`src/rtl/irs_pkg.sv`:
```
// ----------------------------------------------------------------------------
// irs_pkg: shared types and constants of the radix symbol converter
// Transaction payloads, the controller to datapath command and status
// groups, and the sizes of the digit datapath.
// ----------------------------------------------------------------------------
package irs_pkg;

   // sizes
   localparam int NumberWidth   = 64;
   localparam int MaxDigits     = 64;
   localparam int MaxBase       = 256;
   localparam int MinBase       = 2;
   localparam int SymbolWidth   = 8;
   localparam int DigitWidth    = 8;
   localparam int BaseWidth     = 9;
   localparam int AlphaDepth    = 256;
   localparam int AlphaAddrW    = 8;
   localparam int DigitAddrW    = $clog2(MaxDigits);
   localparam int BitsPerCycle  = 8;
   localparam int CyclesPerDiv  = NumberWidth / BitsPerCycle;
   localparam int StepWidth     = $clog2(CyclesPerDiv);

   // operation codes
   localparam logic OpLoad    = 1'b0;
   localparam logic OpConvert = 1'b1;

   // base register saturation limits
   localparam logic [BaseWidth-1:0] BaseLow  = BaseWidth'(MinBase);
   localparam logic [BaseWidth-1:0] BaseHigh = BaseWidth'(MaxBase);

   // input transaction
   typedef struct packed {
      logic                   op;
      logic [AlphaAddrW-1:0]  entry_index;
      logic [SymbolWidth-1:0] entry_symbol;
      logic [NumberWidth-1:0] number;
   } req_type;

   // result transaction
   typedef struct packed {
      logic [SymbolWidth-1:0] symbol;
      logic [DigitWidth-1:0]  digit_value;
      logic                   last;
   } rsp_type;

   // controller to datapath commands
   typedef struct packed {
      logic load_entry;
      logic load_number;
      logic div_step;
      logic store_digit;
      logic emit_read;
   } cmd_type;

   // datapath to controller status
   typedef struct packed {
      logic quot_zero;
      logic buf_full;
      logic rd_last;
      logic pipe_busy;
   } status_type;

endpackage

```
`src/rtl/integer_to_radix_symbols_top.sv`:
```
// ----------------------------------------------------------------------------
// integer_to_radix_symbols_top: number to alphabet symbols in base N
// Converts a 64-bit unsigned number to its base-N digits, most significant
// first, each sent as a byte looked up in a loaded alphabet table.
// ----------------------------------------------------------------------------
// Usage:
//   A transaction is taken when start is high and busy is low. With op at
//   load it writes entry_symbol into the alphabet at entry_index in that
//   same cycle and busy stays low. With op at convert the number is divided
//   repeatedly by the base register; each division retires eight quotient
//   bits a cycle, and each digit is then stored in the digit buffer.
//   After the last digit the buffer is read back in reverse, one symbol a
//   cycle on rsp_strobe/rsp_data, the final digit flagged with last; the
//   first symbol passes the digit read and alphabet output registers.
//   A number with D digits (D from 1 to 64, 64 only in base 2) keeps busy
//   high until its read-out is drained. Zero gives one symbol, alphabet
//   entry 0.
//   csr_wr_en/csr_wr_data write the base, saturated to 2..256; write it only
//   while busy is low. Reset sets the base to 2 and empties the pipeline;
//   the alphabet is not cleared and must be loaded before use.
//   Results are shown for one cycle each; the receiver cannot stall them.
// ----------------------------------------------------------------------------
module integer_to_radix_symbols_top (
   input  logic                          clock,
   input  logic                          reset,
   input  logic                          start,
   output logic                          busy,
   input  irs_pkg::req_type              req_data,
   output logic                          rsp_strobe,
   output irs_pkg::rsp_type              rsp_data,
   input  logic                          csr_wr_en,
   input  logic [irs_pkg::BaseWidth-1:0] csr_wr_data
);

   irs_pkg::cmd_type    cmd;
   irs_pkg::status_type status;

   // sequencer
   irs_ctrl u_ctrl (
      .clock  (clock),
      .reset  (reset),
      .start  (start),
      .req_op (req_data.op),
      .status (status),
      .cmd    (cmd),
      .busy   (busy)
   );

   // datapath
   irs_datapath u_datapath (
      .clock       (clock),
      .reset       (reset),
      .req_data    (req_data),
      .cmd         (cmd),
      .status      (status),
      .csr_wr_en   (csr_wr_en),
      .csr_wr_data (csr_wr_data),
      .rsp_strobe  (rsp_strobe),
      .rsp_data    (rsp_data)
   );

endmodule

```
`src/rtl/irs_ctrl.sv`:
```
// ----------------------------------------------------------------------------
// irs_ctrl: sequencer of the radix symbol converter
// Steps the datapath through division passes, digit stores, the reversed
// read-out of the digit buffer and the drain of the output pipeline.
// ----------------------------------------------------------------------------
module irs_ctrl (
   input  logic                clock,
   input  logic                reset,
   input  logic                start,
   input  logic                req_op,
   input  irs_pkg::status_type status,
   output irs_pkg::cmd_type    cmd,
   output logic                busy
);

   typedef enum logic [4:0] {
      IDLE  = 5'b00001,
      DIV   = 5'b00010,
      STORE = 5'b00100,
      EMIT  = 5'b01000,
      DRAIN = 5'b10000
   } state_type;

   state_type                          state_ff, state_in;
   logic [irs_pkg::StepWidth-1:0]      step_ff, step_in;

   // next state and commands
   always_comb begin
      state_in = state_ff;
      step_in  = step_ff;
      cmd      = '0;
      unique case (state_ff)
         IDLE: begin
            if (start) begin
               if (req_op == irs_pkg::OpConvert) begin
                  cmd.load_number = 1'b1;
                  step_in         = '0;
                  state_in        = DIV;
               end else begin
                  cmd.load_entry = 1'b1;
               end
            end
         end
         DIV: begin
            cmd.div_step = 1'b1;
            step_in      = irs_pkg::StepWidth'(step_ff + 1'b1);
            if (step_ff == irs_pkg::StepWidth'(irs_pkg::CyclesPerDiv - 1)) begin
               state_in = STORE;
            end
         end
         STORE: begin
            cmd.store_digit = 1'b1;
            step_in         = '0;
            if (status.quot_zero || status.buf_full) begin
               state_in = EMIT;
            end else begin
               state_in = DIV;
            end
         end
         EMIT: begin
            cmd.emit_read = 1'b1;
            if (status.rd_last) begin
               state_in = DRAIN;
            end
         end
         DRAIN: begin
            if (!status.pipe_busy) begin
               state_in = IDLE;
            end
         end
         default: begin
            state_in = IDLE;
         end
      endcase
   end

   // state registers
   always_ff @(posedge clock) begin
      if (reset) begin
         state_ff <= IDLE;
         step_ff  <= '0;
      end else begin
         state_ff <= state_in;
         step_ff  <= step_in;
      end
   end

   assign busy = (state_ff != IDLE);

endmodule

```
`src/rtl/irs_datapath.sv`:
```
// ----------------------------------------------------------------------------
// irs_datapath: division, digit buffer and alphabet lookup
// Holds the base register, a shift-subtract divider retiring eight quotient
// bits a cycle, the digit buffer and the alphabet memory with its pipeline.
// ----------------------------------------------------------------------------
module irs_datapath (
   input  logic                                clock,
   input  logic                                reset,
   input  irs_pkg::req_type                    req_data,
   input  irs_pkg::cmd_type                    cmd,
   output irs_pkg::status_type                 status,
   input  logic                                csr_wr_en,
   input  logic [irs_pkg::BaseWidth-1:0]       csr_wr_data,
   output logic                                rsp_strobe,
   output irs_pkg::rsp_type                    rsp_data
);

   logic [irs_pkg::BaseWidth-1:0]   base_ff;
   logic [irs_pkg::NumberWidth-1:0] num_ff, num_in;
   logic [irs_pkg::DigitWidth-1:0]  rem_ff, rem_in;
   logic [irs_pkg::DigitAddrW-1:0]  wr_ptr_ff;
   logic [irs_pkg::DigitAddrW-1:0]  rd_ptr_ff;
   logic [irs_pkg::DigitWidth-1:0]  digit_mem [irs_pkg::MaxDigits];
   logic [irs_pkg::SymbolWidth-1:0] alpha_mem [irs_pkg::AlphaDepth];
   logic [irs_pkg::DigitWidth-1:0]  rd_digit_ff;
   logic                            rd_valid_ff;
   logic                            rd_last_ff;
   logic [irs_pkg::SymbolWidth-1:0] out_symbol_ff;
   logic [irs_pkg::DigitWidth-1:0]  out_digit_ff;
   logic                            out_valid_ff;
   logic                            out_last_ff;

   // base register with saturation
   always_ff @(posedge clock) begin
      if (reset) begin
         base_ff <= irs_pkg::BaseLow;
      end else if (csr_wr_en) begin
         if (csr_wr_data < irs_pkg::BaseLow) begin
            base_ff <= irs_pkg::BaseLow;
         end else if (csr_wr_data > irs_pkg::BaseHigh) begin
            base_ff <= irs_pkg::BaseHigh;
         end else begin
            base_ff <= csr_wr_data;
         end
      end
   end

   // eight restoring division steps, quotient shifts in at the bottom
   always_comb begin
      logic [irs_pkg::BaseWidth-1:0] part;
      num_in = num_ff;
      rem_in = rem_ff;
      for (int i = 0; i < irs_pkg::BitsPerCycle; i++) begin
         part   = {rem_in, num_in[irs_pkg::NumberWidth-1]};
         num_in = {num_in[irs_pkg::NumberWidth-2:0], 1'b0};
         if (part >= base_ff) begin
            rem_in    = irs_pkg::DigitWidth'(part - base_ff);
            num_in[0] = 1'b1;
         end else begin
            rem_in = part[irs_pkg::DigitWidth-1:0];
         end
      end
   end

   // dividend, remainder and buffer pointers
   always_ff @(posedge clock) begin
      if (cmd.load_number) begin
         num_ff    <= req_data.number;
         rem_ff    <= '0;
         wr_ptr_ff <= '0;
      end else if (cmd.div_step) begin
         num_ff <= num_in;
         rem_ff <= rem_in;
      end else if (cmd.store_digit) begin
         rem_ff    <= '0;
         wr_ptr_ff <= irs_pkg::DigitAddrW'(wr_ptr_ff + 1'b1);
      end
      if (cmd.store_digit) begin
         rd_ptr_ff <= wr_ptr_ff;
      end else if (cmd.emit_read) begin
         rd_ptr_ff <= irs_pkg::DigitAddrW'(rd_ptr_ff - 1'b1);
      end
   end

   // digit buffer, least significant digit at the lowest address
   always_ff @(posedge clock) begin
      if (cmd.store_digit) begin
         digit_mem[wr_ptr_ff] <= rem_ff;
      end
      if (cmd.emit_read) begin
         rd_digit_ff <= digit_mem[rd_ptr_ff];
         rd_last_ff  <= (rd_ptr_ff == '0);
      end
   end

   // alphabet table
   always_ff @(posedge clock) begin
      if (cmd.load_entry) begin
         alpha_mem[req_data.entry_index] <= req_data.entry_symbol;
      end
      if (rd_valid_ff) begin
         out_symbol_ff <= alpha_mem[rd_digit_ff];
         out_digit_ff  <= rd_digit_ff;
         out_last_ff   <= rd_last_ff;
      end
   end

   // output pipeline valid bits
   always_ff @(posedge clock) begin
      if (reset) begin
         rd_valid_ff  <= 1'b0;
         out_valid_ff <= 1'b0;
      end else begin
         rd_valid_ff  <= cmd.emit_read;
         out_valid_ff <= rd_valid_ff;
      end
   end

   // status back to the sequencer
   assign status.quot_zero = (num_ff == '0);
   assign status.buf_full  = (wr_ptr_ff == irs_pkg::DigitAddrW'(irs_pkg::MaxDigits - 1));
   assign status.rd_last   = (rd_ptr_ff == '0);
   assign status.pipe_busy = rd_valid_ff;

   // result transaction
   assign rsp_strobe           = out_valid_ff;
   assign rsp_data.symbol      = out_symbol_ff;
   assign rsp_data.digit_value = out_digit_ff;
   assign rsp_data.last        = out_last_ff;

endmodule

```
`config.mk`:
```
export PLATFORM = sky130hd
export DESIGN_NAME = integer_to_radix_symbols_top
export DESIGN_NICKNAME = d
export VERILOG_FILES = /design/src/rtl/irs_pkg.sv /design/src/rtl/integer_to_radix_symbols_top.sv /design/src/rtl/irs_ctrl.sv /design/src/rtl/irs_datapath.sv
export SDC_FILE = /design/constraint.sdc
export NUM_CORES = 2
export LEC_CHECK = 0
export ABC_CLOCK_PERIOD_IN_PS = 31700
export BUFFER_PORTS_ARGS = -buffer_cell sky130_fd_sc_hd__clkbuf_2
export CORE_UTILIZATION = 45
export CTS_BUF_LIST = sky130_fd_sc_hd__clkbuf_2
export DETAILED_ROUTE_END_ITERATION = 10
export PLACE_DENSITY = 0.69
export SYNTH_ARGS = -nofsm -noshare
export SYNTH_HDL_FRONTEND = slang
export SYNTH_HIERARCHICAL = 1
export SYNTH_SLANG_ARGS = --single-unit
export TNS_END_PERCENT = 20
```
`constraint.sdc`:
```
create_clock -name clock -period 31.7 [get_ports clock]
set_input_delay 6.34 -clock clock [delete_from_list [all_inputs] [get_ports clock]]
set_output_delay 6.34 -clock clock [all_outputs]
set_load 0.1 [all_outputs]
```
==> run metrics <==
register area share after synthesis 0.7480; R2R depth 52; Setup TNS 0 ns; drt drc 0; share of the synthesized area in the top cell type 0.7418; Crit path depth 52; drt total wl 247300 um; CP delay by family, top compound AO/OA/AOI/OAI gates; I/O pin count 113; Multi-input gate area 25890 um^2; Mapped Cells 4953; Max-slew headroom 0.1598; async set-reset flop share out of synthesis 0; DIE AREA 240900 um^2; IO buf count 112; Max-Cap Viols 0; yosys warns 6; Initial Utilization 0.4524; CTS tree yes; post-CTS setup buffers 0; WP data required 33.30 ns; Worst EP arrival 18.71 ns; first-pass GRT wire length 362900 um; # setup viols final 0; worst hold path class register to register; count leader, synth edfxtp_1; post-cts sizing count 0; Setup crit end u_datapath/rem_ff[5]; critical path's slowest cell o21ai_1; Hold Vio Cnt, Final 0; clock tree sinks 2689; Post-DRT Antenna Nets 0; RR Endpoint u_datapath/rem_ff[5]; top cells by count, synth edfxtp_1 (2656), mux4_2 (840), nor2_1 (394); Period Utilization, post-route 0.5396; Fmax 58.46 MHz; Rows 179; post-DR wirelength/cell 26.98 um; Reg area 80430 um^2; layout cell share with drive strength beyond 1 0.3559; clk_skew 0.2133 ns; number of antenna violations at the first check in global routing 15; Post-CTS Hold Fix Bufs 0; Distinct cells, synth 69; WS Path Type register to register; Die Y 490.8 um; #FFs+latches synth 2689; via/cell ratio 5.800; Post-synth EDFFs 2656; Clk Latency, worst-skew pair 1.89 ns; Pre-antenna DRT Iters 7; initial DRC count 5383; Synth area leaders edfxtp_1 (74%), mux4_2 (18%), nor2_1 (1.4%); CP endpoint kind register; Total GRT Usage 0.2051; outcome finished, final reports clean; Post-Syn Area 107500 um^2; Clock Root Buffer clkbuf_2; worst reg2reg path startpoint u_datapath/rem_ff[6]; CP peak stage delay 0.90 ns; post-synthesis net count 5132; via count of the first global-routing pass 54991; crit path from u_datapath/rem_ff[6]; largest net degree at the start of global routing 121; width of the die 490.8 um; Primary FF master, synth edfxtp_1; Final HPWL DP 146300 um; CP most frequent cell ha_1; fin. max-slew vios 0; setup slack, reg-to-reg 14.59 ns; Placer Congestion 0.8284; Reg clk slew, reported paths 0.10 ns; Area Growth Syn to Fin 9.166%; # fillers 19041; syn_area_per_cell 21.71 um^2; largest fanout on the critical path 67; Via Count 53169; total gr overflow 0; TritonCTS Buffers 648; final net count 5713; Worst-Margin Slew 1.260 ns; unrepaired setup endpoints after global routing no; Critical Path Start Type register; Buf/Inv on CP 3; Max clock buf depth 4; largest area contributor in the netlist edfxtp_1; number of H-tree levels 6; fin crit period 17.11 ns; core area 237600 um^2
-- layer usage --
metal	routed length [um]	part of all wire	GRT usage	up-vias
met2	121300	0.49	0.3254	2585
li1	-	-	-	22365
met3	23530	0.095	0.05881	409
met5	43	0.00017	0	-
met4	6916	0.028	0.07571	6
met1	95460	0.39	0.2698	27804
-- layout make-up --
class	instances	area share
Clock inverter	163	0.007846
Antenna cell	13	0.0002772
Sequential cell	2689	0.6853
Clock buffer	940	0.04008
Inverter	51	0.001631
Timing Repair Buffer	188	0.01055
Tap cell	3167	0.03376
Multi-Input combinational cell	1956	0.2206
-- worst register-to-register path: cells and delay by family, from the launching register on --
kind / cells / cell delay [ns]
AOI/OAI and AO/OA: 25 / 8.68
adders and majority gates: 8 / 2.63
buffers and inverters: 3 / 0.70
DFF: 1 / 0.32
muxes: 4 / 1.73
and+or+nand+nor: 12 / 2.96
-- logic make-up (layout without fill, tap and decap cells) --
group	after synthesis	after routing	share of synthesized area
flip-flops	2689	2689	0.7480
multiplexers	924	924	0.1847
AND/OR/NAND/NOR	666	666	0.02726
buffers and inverters	308	1342	0.01158
AO/OA/AOI/OAI	235	235	0.01424
adder cells (fa/ha/maj)	85	85	0.01045
XOR/XNOR	46	46	0.003747
other	0	13	0
-- how the worst min path moves through the flow --
stage                             endpoint                   from  slack, ns  depth (start not counted)
CTS                  u_datapath/num_ff[38]  u_datapath/num_ff[30]       0.49                          1
detailed placement       u_ctrl/step_ff[1]      u_ctrl/step_ff[1]       0.48                          1
finish                   u_ctrl/step_ff[1]      u_ctrl/step_ff[1]       0.50                          1
global placement         u_ctrl/step_ff[1]      u_ctrl/step_ff[1]       0.47                          1
floorplan           u_datapath/out_last_ff  u_datapath/rd_last_ff       0.40                          0
global route         u_datapath/num_ff[38]  u_datapath/num_ff[30]       0.49                          1
-- layout by cell type (no fill, tap or decap), types with 8 or more instances in the layout --
cell type and n:
diode_2 13, xnor2_1 36, nor4_1 21, o21ai_0 53
and2_1 8, inv_1 49, nor3_1 18, fa_1 8
clkinv_2 16, nand2_1 84, nand4_1 17, mux2_2 77
nor2b_1 25, clkbuf_8 8, mux4_2 840, edfxtp_1 2656
dfxtp_2 9, buf_4 73, bufinv_16 9, o21a_1 15
nand2b_1 16, a21oi_1 59, clkinv_1 120, and3_1 8
a21o_1 18, or2_2 8, clkbuf_2 1044, or3_1 8
ha_1 77, a31oi_1 8, nand3_1 29, a22oi_1 20
xor2_1 10, nor2_1 393, nand2_2 10, clkinvlp_4 10
dfxtp_1 24
-- sequential cells by signal (all words and copies together) (netlist names) --
| name | cells |
|---|---|
| u_datapath/wr_ptr_ff | 6 |
| u_datapath/rd_ptr_ff | 6 |
| u_ctrl/state_ff | 5 |
| u_datapath/digit_mem | 512 |
| u_datapath/rd_valid_ff | 1 |
| u_datapath/out_digit_ff | 8 |
| u_datapath/alpha_mem | 2048 |
| u_datapath/rd_last_ff | 1 |
| u_datapath/rd_digit_ff | 8 |
| u_datapath/out_symbol_ff | 8 |
| u_ctrl/step_ff | 3 |
| u_datapath/rem_ff | 8 |
| u_datapath/base_ff | 9 |
| u_datapath/rsp_strobe | 1 |
| u_datapath/out_last_ff | 1 |
| u_datapath/num_ff | 64 |
-- through the flow --
step	setup slack (ns)	instance area, um^2	hold slack [ns]	util	cells
2_1_floorplan	17.66	107500	0.4003	-	4953
3_3_place_gp	15.39	111700	0.4676	0.4701	8051
3_5_place_dp	14.98	111700	0.4780	0.4701	8051
4_1_cts	14.83	117300	0.4947	0.4938	9154
5_1_grt	13.21	117400	0.4912	0.4939	9162
6_report	14.59	117400	0.5001	0.4939	9167
Power is not shown: default switching activity piles up to over one toggle a cycle in this logic, so the estimate is an artifact.
